$ cat config.mk
export PLATFORM = sky130hd
export DESIGN_NAME = lpht_queue
export DESIGN_NICKNAME = d
export VERILOG_FILES = /design/src/lpht_queue.sv
export SDC_FILE = /design/constraint.sdc
export NUM_CORES = 1
export LEC_CHECK = 0
export BUFFER_PORTS_ARGS = -buffer_cell sky130_fd_sc_hd__buf_4
export CAP_MARGIN = 0
export CORE_MARGIN = 5
export CORE_UTILIZATION = 30
export DETAILED_ROUTE_END_ITERATION = 7
export PLACE_DENSITY = 0.52
export SLEW_MARGIN = 20
export SYNTH_ARGS = -nofsm -noshare
export SYNTH_HDL_FRONTEND = slang
export SYNTH_SLANG_ARGS = --single-unit
$ cat constraint.sdc
create_clock -name clk_i -period 10.3 [get_ports clk_i]
set_clock_uncertainty 0.05 [all_clocks]
set_input_delay 1.545 -clock clk_i [delete_from_list [all_inputs] [get_ports clk_i]]
set_output_delay 1.545 -clock clk_i [all_outputs]
set_load 0.01 [all_outputs]
$ cat src/lpht_queue.sv
// Two-entry FIFO between front and back end.
module lpht_queue #(
  parameter int DATA_W = 95
) (
  input  logic              clk_i,
  input  logic              rst_ni,
  input  logic              in_valid_i,
  output logic              in_ready_o,
  input  logic [DATA_W-1:0] in_data_i,
  output logic              out_valid_o,
  input  logic              out_ready_i,
  output logic [DATA_W-1:0] out_data_o
);

  logic [DATA_W-1:0] buf_q [2];
  logic              wr_ptr_q, rd_ptr_q;
  logic [1:0]        count_q;
  logic              push, pop;

  assign in_ready_o  = (count_q != 2'd2);
  assign out_valid_o = (count_q != 2'd0);
  assign out_data_o  = buf_q[rd_ptr_q];
  assign push        = in_valid_i && in_ready_o;
  assign pop         = out_valid_o && out_ready_i;

  always_ff @(posedge clk_i or negedge rst_ni) begin
    if (!rst_ni) begin
      wr_ptr_q <= 1'b0;
      rd_ptr_q <= 1'b0;
      count_q  <= 2'd0;
    end else begin
      if (push) wr_ptr_q <= !wr_ptr_q;
      if (pop)  rd_ptr_q <= !rd_ptr_q;
      count_q <= count_q + {1'b0, push} - {1'b0, pop};
    end
  end

  always_ff @(posedge clk_i) begin
    if (push) begin
      buf_q[wr_ptr_q] <= in_data_i;
    end
  end

endmodule

* Word level (Yosys, flattened, before mapping)
Memories as Yosys holds them, arrays and structs flattened.
Cells that the tools add are included.
** Storage, ports and cells
- Flip-flop bits (word level) :: 4
- Memory bits (writable) :: 190
- Bits of input ports :: 99
- Output and inout bits :: 97
- Word-level logic and storage cells :: 14
- Memories :: 1
** Operators by class
- Add/subtract/negate cells :: 2
- Equal/unequal tests :: 1
- Mux-type cells :: 2
- Reductions and logical operators :: 5
** Memory list
- buf_q :: words 2, bits a word 95, read ports 1, clocked after memory_dff 0, wr ports 1, RTL line 15 : logic [DATA_W-1:0] buf_q [2];
** Operator list (number)
- $add A2 B1 Y2 :: 1
- $logic_and A1 B1 Y1 :: 2
- $logic_not A1 Y1 :: 2
- $mux W1 :: 2
- $ne A2 B2 Y1 const B :: 1
- $reduce_bool A2 Y1 :: 1
- $sub A2 B1 Y2 :: 1

* Longest topological paths before layout
- Depth in word-level cells :: 4
- Depth in mapped cells :: 5
- Mapped depth without buffers :: 5

* Least setup slack after synthesis
Ideal clock, no wire load.
- Path type :: input port to flip-flop
- Start :: input port in_valid_i
- End :: memory buf_q[0][0] (enable)
- Library setup time :: 0.549 ns
- Arrival time :: 5.577 ns
- Required time :: 9.701 ns
- Setup slack :: 4.124 ns
- Stages on the path :: 2
- Buffers on the path :: 0
- Cells stage by stage :: nand2_1 nor2_1
** On the way
- Word-level cells in the longest chain between the ends :: 3
** RTL lines
- start: declaration :: RTL line 7 : input logic in_valid_i,
- $logic_and A1 B1 Y1 :: RTL line 23 : assign push = in_valid_i && in_ready_o;
- $mux W1 :: RTL line 39 : if (push) begin
- $mux W1 (not written as such) :: RTL line 40 : buf_q[wr_ptr_q] <= in_data_i;
- end: declaration :: RTL line 15
No other way between the ends.

* Worst setup path after layout
- Start :: register rd_ptr_q
- End :: output port out_data_o[29]
** On the way
- Word-level cells in the longest chain between the ends :: 1
** RTL lines
- start: declaration :: RTL line 16 : logic wr_ptr_q, rd_ptr_q;
- start signal: assignment :: RTL line 33 : if (pop) rd_ptr_q <= !rd_ptr_q;
- $mem_v2 Z2 W95
- end: declaration :: RTL line 12 : output logic [DATA_W-1:0] out_data_o
No other way between the ends.

==> flow_summary.json <==
{
  "io_buffers": 195,
  "synth_top_family_by_area": "multiplexers",
  "cts_tree": "done",
  "yosysWarnings": 0,
  "area_delta_synth_final_pct": 32.4,
  "drive_above_1_share_pct": 61.3,
  "worst_slack_ns": 5.94,
  "synth_top_area_share_pct": 78.4,
  "cts_hold_buf": 0,
  "num_vias": 3614,
  "drtAntennaViolNets": 0,
  "cts.sinks": 194,
  "core_sq_mm": 0.0241,
  "synth_xor_xnor_area_share_pct": 0.361,
  "antennaDiodeCount": 0,
  "crit_chain": "buf_4, mux2_2, buf_4",
  "route.detailed.drc": 0,
  "synth_compound_area_share_pct": 0.327,
  "worst_pin_slew_ns": 0.879,
  "place_congestion": 0.690,
  "wl_per_cell_microns": 16.6,
  "fin_tns_setup_ns": 0,
  "fmax_mhz": 229,
  "end_kind": "output port",
  "outcome": "completed",
  "die_width_microns": 166,
  "slew_headroom_pct": 41.4,
  "synth.avg_cell_area_sq_um": 22.9,
  "cp_max_fo": 55,
  "grt_pass1_vias": 4016,
  "power_mw": 2.66,
  "cts_root_buf": "clkbuf_16",
  "syn-num-nets": 418,
  "period_share_pct": 42.3,
  "wirelength_mm": 14.3,
  "synth-simple-area-share_pct": 0.808,
  "pre_cts_ws_ns": 6.36,
  "synth_edf_count": 190,
  "final.min_clock_period_ns": 4.36,
  "start_kind": "register",
  "clock_latency_ns": 0.41,
  "firstDrtPassIters": 4,
  "max-cap-violations": 0,
  "via_per_inst": 4.20,
  "synth_area_sq_mm": 0.00728,
  "min_path_type": "reg -> reg",
  "crit_top_cell": "buf_4",
  "worstPathRequired_ns": 8.71,
  "grt_pass1_wl_mm": 22.2,
  "dp_hpwl_mm": 9.61,
  "arrival_ns": 2.77,
  "pwr_density_cell_mw_per_mm2": 276,
  "synthAdderAreaFrac_pct": 0.172,
  "rsz0062_at_grt": "false",
  "hold_viol": 0,
  "antenna_found_initial": 0,
  "leakage_nw": 3.65,
  "synthArstFlopShare_pct": 2.06,
  "grt_overflow": 0,
  "nets": 625,
  "chipHeight_microns": 166,
  "synth_ff_type": "edfxtp_1",
  "ios": 196,
  "post_cts_resized": 0,
  "cts_setup_buffers": 0,
  "postSynthCellCount": 318,
  "synthMuxAreaShare_pct": 16.8,
  "synth_cell_types": 21,
  "vdd_ir_drop_max_mv": 0.104,
  "slowest_stage": "dfrtp_4",
  "layout_common_cells": "buf_4, edfxtp_1, mux2_2",
  "setup_viol_count_final": 0,
  "die-area_sq_mm": 0.0275,
  "drt_iter0_drc": 156,
  "start_util_pct": 30.2,
  "clk_pin_slew_ns": 0.07,
  "post-route-util_pct": 40.0,
  "rows": 57,
  "slew_violations": 0,
  "htreeDepth": 4,
  "seq_area_frac_synth_pct": 79.8,
  "clockBufferDepth": 2,
  "max_stage_delay_ns": 0.99,
  "synthTopCellsByArea": "edfxtp_1, mux2_2, mux2_4, dfrtp_1, buf_12",
  "grt_max_degree": 56,
  "fin_cells": 861,
  "n_fill_cell": 2248,
  "yosys.area.top_type": "edfxtp_1",
  "crit_type": "reg -> out",
  "synth.ff_latch_count": 194,
  "cts_buffers": 17,
  "grt_util_all_layers_pct": 10.3,
  "mostFrequentLayoutCell": "buf_4",
  "place_inst": 830
}
==> stage by stage <==
step,area [sq um],hold WS [ns]
global placement,9060,0.490
floorplan,7280,0.410
global route,9630,0.520
finish,9630,0.511
detailed placement,9060,0.497
CTS,9630,0.512
==> worst max-delay path, delay by kind of cell (launching register included) <==
| family | cells | cell delay, ns |
|---|---|---|
| buf+inv | 2 | 0.85 |
| flops | 1 | 0.99 |
| mux | 1 | 0.42 |
==> routing by layer <==
metal	track usage [%]	part of all wire [%]	wire length (microns)	vias to the layer above
met5	0	0	0	-
met1	12.5	42	6000	1810
met3	4.36	6.9	989	8
met2	17.2	50	7210	125
met4	2.26	0.74	106	0
li1	-	-	-	1671
==> report_power, final <==
part / leakage [nW] / internal [mW] / total (mW) / switching, mW
clock network: 0.283 / 0.342 / 0.637 / 0.296
registers: 1.81 / 1.08 / 1.17 / 0.0914
logic: 1.55 / 0.469 / 0.851 / 0.383
total: 3.65 / 1.89 / 2.66 / 0.769
==> cells in the mapped netlist (2+ instances only) <==
library cell and n:
buf_12 4, xnor2_1 3, buf_2 5, mux2_2 55, nand2_1 2, nor2_1 3, edfxtp_1 190, mux2_4 40
dfrtp_1 4
==> layout make-up <==
class / count / area, sq um / share of cell area [%]
clock inverters: 14 / 145 / 1.51
multi-input cells: 113 / 1350 / 14.1
flip-flops and latches: 194 / 5810 / 60.3
well taps: 324 / 405 / 4.21
clock buffers: 17 / 425 / 4.42
repair buffers: 199 / 1490 / 15.5
==> final timing paths <==
kind	endpoint	cells after the start	startpoint	slack, ns
max reg2reg	buf_q[1][54]	3	count_q[0]	7.88
min	wr_ptr_q	1	wr_ptr_q	0.51
max in group asynchronous	rd_ptr_q	1	rst_ni	9.22
max	out_data_o[29]	3	rd_ptr_q	5.94
min in group asynchronous	count_q[0]	1	rst_ni	0.86
min reg2reg	wr_ptr_q	1	wr_ptr_q	0.51
==> sequential cells by signal, summed over array words and instances, names as in the netlist <==
name and cells:
buf_q 190, count_q 2, rd_ptr_q 1, wr_ptr_q 1
==> cells by family after synthesis <==
group | count (synthesis)
flip-flops | 194
multiplexers | 95
buffers and inverters | 11
AND/OR/NAND/NOR | 11
AO/OA/AOI/OAI | 3
XOR/XNOR | 3
adder cells (fa/ha/maj) | 1
No activity file was read; power rests on OpenSTA's default activity.
