### src/lpht_pkg.sv
// Shared types and codes for the linear-probe hash table.
package lpht_pkg;

  localparam int KEY_CHARS_W = 64;
  localparam int KEY_LEN_W   = 4;
  localparam int REG_VALUE_W = 16;
  localparam int FOUND_VAL_W = 16;
  localparam int SLOT_OUT_W  = 9;

  typedef enum logic [1:0] {
    ACT_LOOKUP = 2'd0,
    ACT_INSERT = 2'd1,
    ACT_CLEAR  = 2'd2
  } action_e;

  typedef enum logic [1:0] {
    ST_OK   = 2'd0,
    ST_DUP  = 2'd1,
    ST_FULL = 2'd2,
    ST_MISS = 2'd3
  } status_e;

  // Normalized request: length saturated, bytes past the length zeroed.
  typedef struct packed {
    action_e                action;
    logic [KEY_CHARS_W-1:0] key_chars;
    logic [KEY_LEN_W-1:0]   key_len;
    logic [REG_VALUE_W-1:0] reg_value;
  } item_t;

  typedef struct packed {
    logic                   found;
    logic [FOUND_VAL_W-1:0] found_value;
    status_e                status;
    logic [SLOT_OUT_W-1:0]  slot_index;
  } res_t;

endpackage

### src/lpht_front.sv
// Front end: takes items, normalizes the key and computes the home slot.
module lpht_front #(
  parameter int SLOT_COUNT    = 347,
  parameter int MAX_KEY_BYTES = 8
) (
  input  logic                       clk_i,
  input  logic                       rst_ni,
  input  logic                       hold_i,
  input  logic                       in_valid_i,
  output logic                       in_ready_o,
  input  lpht_pkg::action_e          in_action_i,
  input  logic [63:0]                in_key_chars_i,
  input  logic [3:0]                 in_key_len_i,
  input  logic [15:0]                in_reg_value_i,
  output logic                       q_valid_o,
  input  logic                       q_ready_i,
  output lpht_pkg::item_t            q_item_o,
  output logic [$clog2(SLOT_COUNT)-1:0] q_home_o
);

  localparam int IDX_W = $clog2(SLOT_COUNT);
  localparam int ACC_W = IDX_W + 2;
  localparam logic [ACC_W-1:0] N_ACC   = ACC_W'(SLOT_COUNT);
  localparam logic [ACC_W-1:0] N2_ACC  = ACC_W'(2 * SLOT_COUNT);
  localparam logic [3:0]       LEN_MAX = 4'(MAX_KEY_BYTES);

  localparam logic [1:0] F_IDLE = 2'd0;
  localparam logic [1:0] F_HASH = 2'd1;
  localparam logic [1:0] F_PUSH = 2'd2;

  // Four bits of (r*16 + h*nib) mod N, MSB first; each step stays below 3N.
  function automatic logic [IDX_W-1:0] mulmod4(logic [IDX_W-1:0] r_in,
                                               logic [IDX_W-1:0] h,
                                               logic [3:0] nib);
    logic [ACC_W-1:0] r;
    logic [ACC_W-1:0] t;
    r = ACC_W'(r_in);
    for (int i = 3; i >= 0; i--) begin
      t = (r << 1) + (nib[i] ? ACC_W'(h) : '0);
      if (t >= N2_ACC) begin
        r = t - N2_ACC;
      end else if (t >= N_ACC) begin
        r = t - N_ACC;
      end else begin
        r = t;
      end
    end
    return r[IDX_W-1:0];
  endfunction

  logic [1:0]       state_q, state_d;
  lpht_pkg::item_t  item_q, item_d;
  logic [IDX_W-1:0] h_q, h_d;
  logic [IDX_W-1:0] r_q, r_d;
  logic [3:0]       byte_q, byte_d;
  logic             lo_q, lo_d;

  logic [3:0]       len_sat;
  logic [63:0]      key_m;
  logic [7:0]       cur_byte;
  logic [3:0]       nib;
  logic [IDX_W-1:0] r_new;
  logic             accept;

  assign in_ready_o = (state_q == F_IDLE) && !hold_i;
  assign accept     = in_valid_i && in_ready_o;
  assign q_valid_o  = (state_q == F_PUSH);
  assign q_item_o   = item_q;
  assign q_home_o   = h_q;

  always_comb begin
    len_sat = (in_key_len_i > LEN_MAX) ? LEN_MAX : in_key_len_i;
    for (int b = 0; b < 8; b++) begin
      key_m[b*8 +: 8] = (4'(b) < len_sat) ? in_key_chars_i[b*8 +: 8] : 8'h00;
    end
  end

  assign cur_byte = item_q.key_chars[{byte_q[2:0], 3'b000} +: 8];
  assign nib      = lo_q ? cur_byte[3:0] : cur_byte[7:4];
  assign r_new    = mulmod4(r_q, h_q, nib);

  always_comb begin
    state_d = state_q;
    item_d  = item_q;
    h_d     = h_q;
    r_d     = r_q;
    byte_d  = byte_q;
    lo_d    = lo_q;
    unique case (state_q)
      F_IDLE: begin
        if (accept) begin
          item_d.action    = in_action_i;
          item_d.key_chars = key_m;
          item_d.key_len   = len_sat;
          item_d.reg_value = in_reg_value_i;
          h_d    = IDX_W'(1);
          r_d    = '0;
          byte_d = '0;
          lo_d   = 1'b0;
          if (in_action_i == lpht_pkg::ACT_LOOKUP || in_action_i == lpht_pkg::ACT_INSERT) begin
            state_d = F_HASH;
          end else begin
            state_d = F_PUSH;
          end
        end
      end
      F_HASH: begin
        if (byte_q == item_q.key_len) begin
          state_d = F_PUSH;
        end else if (!lo_q) begin
          r_d  = r_new;
          lo_d = 1'b1;
        end else begin
          h_d    = r_new;
          r_d    = '0;
          lo_d   = 1'b0;
          byte_d = byte_q + 4'd1;
        end
      end
      F_PUSH: begin
        if (q_ready_i) begin
          state_d = F_IDLE;
        end
      end
      default: state_d = F_IDLE;
    endcase
  end

  always_ff @(posedge clk_i or negedge rst_ni) begin
    if (!rst_ni) begin
      state_q <= F_IDLE;
    end else begin
      state_q <= state_d;
    end
  end

  always_ff @(posedge clk_i) begin
    item_q <= item_d;
    h_q    <= h_d;
    r_q    <= r_d;
    byte_q <= byte_d;
    lo_q   <= lo_d;
  end

endmodule

### config.mk
export PLATFORM = sky130hd
export DESIGN_NAME = lpht_front
export DESIGN_NICKNAME = d
export VERILOG_FILES = /design/src/lpht_pkg.sv /design/src/lpht_front.sv
export SDC_FILE = /design/constraint.sdc
export NUM_CORES = 1
export LEC_CHECK = 0
export BUFFER_PORTS_ARGS = -buffer_cell sky130_fd_sc_hd__buf_2
export CAP_MARGIN = 20
export CORE_MARGIN = 3
export CORE_UTILIZATION = 56
export CTS_CLUSTER_DIAMETER = 120
export CTS_CLUSTER_SIZE = 20
export DETAILED_ROUTE_END_ITERATION = 7
export PLACE_DENSITY = 0.79
export REMOVE_ABC_BUFFERS = 1
export SYNTH_ARGS = -nofsm -noshare
export SYNTH_HDL_FRONTEND = slang
export SYNTH_SLANG_ARGS = --single-unit
### constraint.sdc
create_clock -name clk_i -period 21.5 [get_ports clk_i]
set_clock_uncertainty 0.1 [all_clocks]
set_input_delay 3.225 -clock clk_i [delete_from_list [all_inputs] [get_ports clk_i]]
set_output_delay 3.225 -clock clk_i [all_outputs]
set_load 0.005 [all_outputs]
==> Word level (Yosys, flattened, before mapping) <==
Cells that the tools add are included.
{ "word_totals": {"register_bits": 111, "inputBits": 91, "out_inout_bits": 97, "wordCells": 102} }
{ "op_classes": {"add_sub_neg": 13, "order_cmp": 17, "eq_ne": 9, "shift": 1, "n_mux": 35, "reduce_logical": 11} }
{ "ops": {"columns": ["op", "n"], "rows": [
  ["two-way mux 9 bit", 12],
  ["indexed part select 64 x 7 -> 8 bit", 1],
  ["two-way mux 10 bit", 6],
  [">= comparator 11 x 10 -> 1 bit (second input constant)", 4],
  [">= comparator 11 x 9 -> 1 bit (second input constant)", 4],
  ["case mux 9 bit (2 select lines)", 2],
  ["adder 11 x 9 -> 11 bit", 3],
  ["subtractor 10 bit (second input constant)", 3],
  ["subtractor 10 x 9 -> 10 bit (second input constant)", 3],
  ["two-way mux 4 bit", 5],
  ["less-than comparator 3 x 4 -> 1 bit (first input constant)", 4],
  ["adder 10 x 9 -> 11 bit", 1],
  ["subtractor 9 x 8 -> 9 bit (second input constant)", 1],
  ["subtractor 9 bit (second input constant)", 1],
  ["less-than comparator 1 x 4 -> 1 bit (first input constant)", 2],
  ["less-than comparator 2 x 4 -> 1 bit (first input constant)", 2],
  ["two-way mux 2 bit", 4],
  ["!= test 2 bit (second input constant)", 4],
  ["case mux 4 bit (2 select lines)", 1],
  ["case mux 2 bit (3 select lines)", 1],
  ["AND reduction 3 bit", 2],
  ["adder 4 x 1 -> 4 bit (second input constant)", 1],
  ["equality test 2 x 1 -> 1 bit (second input constant)", 2],
  ["equality test 4 bit", 1],
  ["other kinds (12)", 16]
]} }

==> Logic depth before layout (Yosys ltp) <==
{ "depth": {"word_depth": 22, "ltp_mapped": 66, "mapped_depth_nobuf": 62} }

==> Worst setup path after synthesis <==
Ideal clock, no wire load.
{ "synth_timing": {"path_type": "flip-flop to flip-flop", "start": "register byte_q[1]", "end": "register r_q[2] (data pin)", "setup_time_ps": 149, "arrival_time_ps": 12344, "t_required_ps": 21251, "slack_ps": 8908, "stages_incl_launch_ff": 66, "path_buffers": 4, "period_less_slack_ps": 12592, "path_cell_list": "edfxtp_1 buf_2 and2_0 clkbuf_1 a221oi_1 a22oi_1 nor2b_1 ha_1 inv_1 fa_1 inv_1 ha_1 nor2_1 o21ai_0 a31o_1 a21oi_2 o21ba_4 nand2_1 (+30 left out) clkbuf_1 nor2_1 nor2_1 xnor2_1 ha_1 fa_1 clkbuf_1 inv_1 ha_1 a21oi_1 or2_2 nand2b_1 o21ai_0 a21oi_1 or2_1 o21bai_1 mux2_2 a21oi_1"} }
{ "synth_between": {"elab_chain_cells": 22, "elab_cells_between_ends": 37, "classes_between": "add/sub: 12; order compare: 8; shift: 1; mux: 16"} }
{ "synth_rtl": {"columns": ["item", "line", "rtl"], "rows": [
  ["start, declared", "lpht_front.sv:55", "logic [3:0] byte_q, byte_d;"],
  ["start signal, assigned", "lpht_front.sv:141", "byte_q <= byte_d;"],
  ["indexed part select 64 x 7 -> 8 bit (*)", "lpht_front.sv:78", "assign cur_byte = item_q.key_chars[{byte_q[2:0], 3'b000} +: 8];"],
  ["two-way mux 4 bit (*)", "lpht_front.sv:79", "assign nib = lo_q ? cur_byte[3:0] : cur_byte[7:4];"],
  ["two-way mux 9 bit", "lpht_front.sv:39", "t = (r << 1) + (nib[i] ? ACC_W'(h) : '0);"],
  ["adder 10 x 9 -> 11 bit", "lpht_front.sv:39", null],
  ["subtractor 10 x 9 -> 10 bit or >= comparator 11 x 9 -> 1 bit (tied branches)", "lpht_front.sv:43, lpht_front.sv:42", null],
  ["two-way mux 10 bit", "lpht_front.sv:42", "end else if (t >= N_ACC) begin"],
  ["two-way mux 10 bit", "lpht_front.sv:40", "if (t >= N2_ACC) begin"],
  ["adder 11 x 9 -> 11 bit", "lpht_front.sv:39", null],
  ["(+6 left out)", null, null],
  ["two-way mux 10 bit", "lpht_front.sv:40", null],
  ["adder 11 x 9 -> 11 bit (*)", "lpht_front.sv:39", null],
  [">= comparator 11 x 9 -> 1 bit or subtractor 9 bit (tied branches)", "lpht_front.sv:42, lpht_front.sv:43", null],
  ["two-way mux 9 bit", "lpht_front.sv:42", null],
  ["two-way mux 9 bit (*)", "lpht_front.sv:40", null],
  ["two-way mux 9 bit (*)", "lpht_front.sv:110", "end else if (!lo_q) begin"],
  ["two-way mux 9 bit (*)", "lpht_front.sv:108", "if (byte_q == item_q.key_len) begin"],
  ["case mux 9 bit (2 select lines) (*)", "lpht_front.sv:89", "unique case (state_q)"],
  ["end signal, assigned", "lpht_front.sv:140", "r_q <= r_d;"],
  ["end, declared", "lpht_front.sv:54", "logic [IDX_W-1:0] r_q, r_d;"]
]} }
Every way passes the cells marked *; elsewhere a longest branch is shown, timed or not. The select of a mux whose other input is x is not followed.
A chain may end at the register's enable or synchronous reset.

==> Final worst setup path <==
{ "layout_timing": {"start": "register byte_q[1]", "end": "register r_q[8] (data pin)"} }
{ "layout_between": {"elab_chain_cells": 22, "elab_cells_between_ends": 37, "classes_between": "add/sub: 12; order compare: 8; shift: 1; mux: 16"} }
{ "layout_rtl": {"columns": ["item", "line"], "rows": [
  ["indexed part select 64 x 7 -> 8 bit (*)", "lpht_front.sv:78"],
  ["two-way mux 4 bit (*)", "lpht_front.sv:79"],
  ["two-way mux 9 bit", "lpht_front.sv:39"],
  ["adder 10 x 9 -> 11 bit", "lpht_front.sv:39"],
  ["subtractor 10 x 9 -> 10 bit or >= comparator 11 x 9 -> 1 bit (tied branches)", "lpht_front.sv:43, lpht_front.sv:42"],
  ["two-way mux 10 bit", "lpht_front.sv:42"],
  ["two-way mux 10 bit", "lpht_front.sv:40"],
  ["adder 11 x 9 -> 11 bit", "lpht_front.sv:39"],
  ["(+6 left out)", null],
  ["two-way mux 10 bit", "lpht_front.sv:40"],
  ["adder 11 x 9 -> 11 bit (*)", "lpht_front.sv:39"],
  ["subtractor 9 bit or >= comparator 11 x 9 -> 1 bit (tied branches)", "lpht_front.sv:43, lpht_front.sv:42"],
  ["two-way mux 9 bit", "lpht_front.sv:42"],
  ["two-way mux 9 bit (*)", "lpht_front.sv:40"],
  ["two-way mux 9 bit (*)", "lpht_front.sv:110"],
  ["two-way mux 9 bit (*)", "lpht_front.sv:108"],
  ["case mux 9 bit (2 select lines) (*)", "lpht_front.sv:89"]
]} }
Marked as above.

==> impl_metrics.py <==
metrics = {
    "floorplan": {
        "core-area_mm2": 0.0146,
        "die_w_um": 129,
        "die_h_um": 129,
        "ios": 188,
        "dieArea_mm2": 0.0166,
        "placement_rows": 44,
        "initial_core_util_pct": 57.7,
    },
    "clock_tree": {
        "postCtsResizedCells": 0,
        "htreeDepth": 3,
        "cts-root-buf": "clkbuf_16",
        "cts.sinks": 111,
        "clk-insertion-delay-late_ns": 0.35,
        "clockBufferDepth": 2,
        "cts_tree": "yes",
        "path_clk_slew_ns": 0.07,
        "cts_buffers": 9,
        "post_cts_buffers": 0,
        "postCtsHoldBufs": 0,
    },
    "global_route": {
        "grt_pass1_vias": 6758,
        "grt_pass1_wl_um": 35300,
        "grtUsageTotal_pct": 27.2,
        "grt_max_degree": 88,
        "antenna_found_initial": 0,
        "grt_overflow_total": 0,
    },
    "place": {
        "gp_congestion": 0.942,
        "hpwl_um": 17600,
        "dp.cells": 1180,
        "portBuffers": 187,
        "dpl_cell_area_mm2": 0.00955,
    },
    "worst_setup_path": {
        "cp_data_arrival_time_ns": 15.44,
        "path_buf_inv": 3,
        "critPathMaxFanout": 17,
        "slowest_stage": "edfxtp_1",
        "critical_path_class": "flop to flop",
        "crit_family": "compound AO/OA/AOI/OAI gates",
        "worst_setup_path_start_kind": "flop",
        "endpoint_kind": "flop",
        "worst_path_largest_cell_delay_ns": 0.90,
        "crit_required_ns": 21.62,
    },
    "synth": {
        "synth_warnings": 0,
        "syn_inst": 826,
        "synth_flop_cell": "edfxtp_1",
        "synth-seq-cells": 111,
        "syn_area_mm2": 0.00845,
        "synth_cell_types": 92,
        "synth_edf_count": 109,
        "syn_avg_cell_area_um2": 10.2,
        "ys_async_sr_fraction_pct": 1.80,
        "ys_seq_area_share_pct": 39.3,
    },
    "routing": {
        "via_per_inst": 5.93,
        "vias": 7101,
        "ant_nets": 0,
        "drc": 0,
        "drt-total-wl_um": 22300,
        "wl_per_cell_um": 18.6,
        "initialDrtViolationCount": 517,
        "drt_first_pass_iters": 5,
    },
    "layout": {
        "stdcell_count": 1197,
        "diodes": 0,
        "nets": 1152,
        "n_fill_cell": 1162,
        "syn_to_final_growth_pct": 16.3,
        "drive_gt1_share_pct": 25.3,
        "stdcell_area_mm2": 0.00983,
    },
    "sta": {
        "setup_viol": 0,
        "slew_violations": 0,
        "fin_crit_ns": 15.33,
        "hold_viol": 0,
        "fin_tns_setup_ns": 0,
        "rsz0062_at_grt": "no",
        "period_share_pct": 71.3,
        "fmax_mhz": 65.2,
        "slew_headroom_pct": 29.0,
        "worst_pin_slew_ns": 1.06,
    },
    "job": {
        "max-cap-violations": 0,
    },
    "worst_hold_path": {
        "min_path_type": "flop to flop",
    },
    "run_status": {
        "status": "completed",
    },
}
==> Yosys cell counts, drive strengths merged (9+ instances only) <==
cell    count  area [µm²]
a211oi      9        72.6
a21o       15         113
a21oi      52         264
and2       39         244
buf         9        61.3
clkbuf     13        48.8
edfxtp    109        3270
ha         49         613
inv        36         135
mux2i      21         210
mux4       10         225
nand2      46         173
nand2b     14        87.6
nor2       67         254
nor2b      76         475
nor3       13        81.3
o21ai      39         195
o21bai      9        71.3
xnor2      39         357
xor2       23         224
==> state kept, by name, indices dropped and copies added (netlist names) <==
signal / flops
q_item_o: 86
q_home_o: 9
r_q: 9
byte_q: 4
state_q: 2
lo_q: 1
==> logic make-up (layout without fill, tap and decap cells) <==
kind of cell,Yosys count,count (layout),synth area share [%]
AND/OR/NAND/NOR,293,293,18.7
AO/OA/AOI/OAI,214,214,18.3
flip-flops,111,111,39.3
XOR/XNOR,62,62,6.87
buffers and inverters,58,245,2.90
adder cells (fa/ha/maj),53,53,8.20
multiplexers,35,35,5.68
==> per-stage QoR <==
| stage | util (%) | hold WS [ns] | setup WS, ns |
|---|---|---|---|
| 5_1_grt | 67.1 | 0.515 | 5.07 |
| 3_5_place_dp | 65.2 | 0.464 | 6.59 |
| 6_report | 67.1 | 0.493 | 6.17 |
| 3_3_place_gp | 65.2 | 0.449 | 6.93 |
| 4_1_cts | 67.1 | 0.487 | 6.48 |
| 2_1_floorplan | - | 0.403 | 8.27 |
==> placed cells by master, fill, tap and decap left out, types with 8 or more instances in the layout <==
master / netlist / layout
a211oi_1: 8 / 8
a21o_1: 15 / 15
a21oi_1: 51 / 51
and2_1: 38 / 38
buf_2: 4 / 187
clkbuf_16: 0 / 9
edfxtp_1: 109 / 109
ha_1: 49 / 49
inv_1: 36 / 35
mux2i_1: 21 / 21
mux4_2: 10 / 10
nand2_1: 46 / 46
nand2b_1: 14 / 14
nor2_1: 66 / 66
nor2b_1: 76 / 76
nor3_1: 11 / 11
o21ai_0: 36 / 36
o21bai_1: 8 / 8
xnor2_1: 37 / 37
xor2_1: 20 / 20
==> final timing paths <==
kind                                         start                endpoint  slack [ns]  cells past startpoint
setup / recovery           byte_q[1]$_SDFFCE_PN0P_    r_q[8]$_SDFFCE_PN0P_        6.17                     58
hold / removal              state_q[1]$_DFFE_PN0P_  state_q[0]$_DFFE_PN0P_        0.49                      1
setup reg to reg           byte_q[1]$_SDFFCE_PN0P_    r_q[8]$_SDFFCE_PN0P_        6.17                     58
hold reg to reg             state_q[1]$_DFFE_PN0P_  state_q[0]$_DFFE_PN0P_        0.49                      1
max in group asynchronous                   rst_ni  state_q[0]$_DFFE_PN0P_       18.66                      1
min in group asynchronous                   rst_ni  state_q[1]$_DFFE_PN0P_        2.55                      1
==> routing by layer <==
| metal | track usage (%) | wire [µm] |
|---|---|---|
| met4 | 8.34 | 486 |
| met2 | 45.3 | 11000 |
| met5 | 0 | 0 |
| met1 | 36.0 | 9340 |
| met3 | 5.31 | 1510 |
==> cell type report <==
cell class / count / area, µm² / area share (%)
clock buffer: 10 / 229 / 2.33
clock inverter: 6 / 45.0 / 0.458
inverter: 36 / 136 / 1.39
multi-input combinational: 657 / 4890 / 49.7
sequential: 111 / 3320 / 33.8
tap: 184 / 230 / 2.34
timing repair buffer: 193 / 981 / 9.98
Power is not shown: default switching activity piles up to over one toggle a cycle in this logic, so the estimate is an artifact.
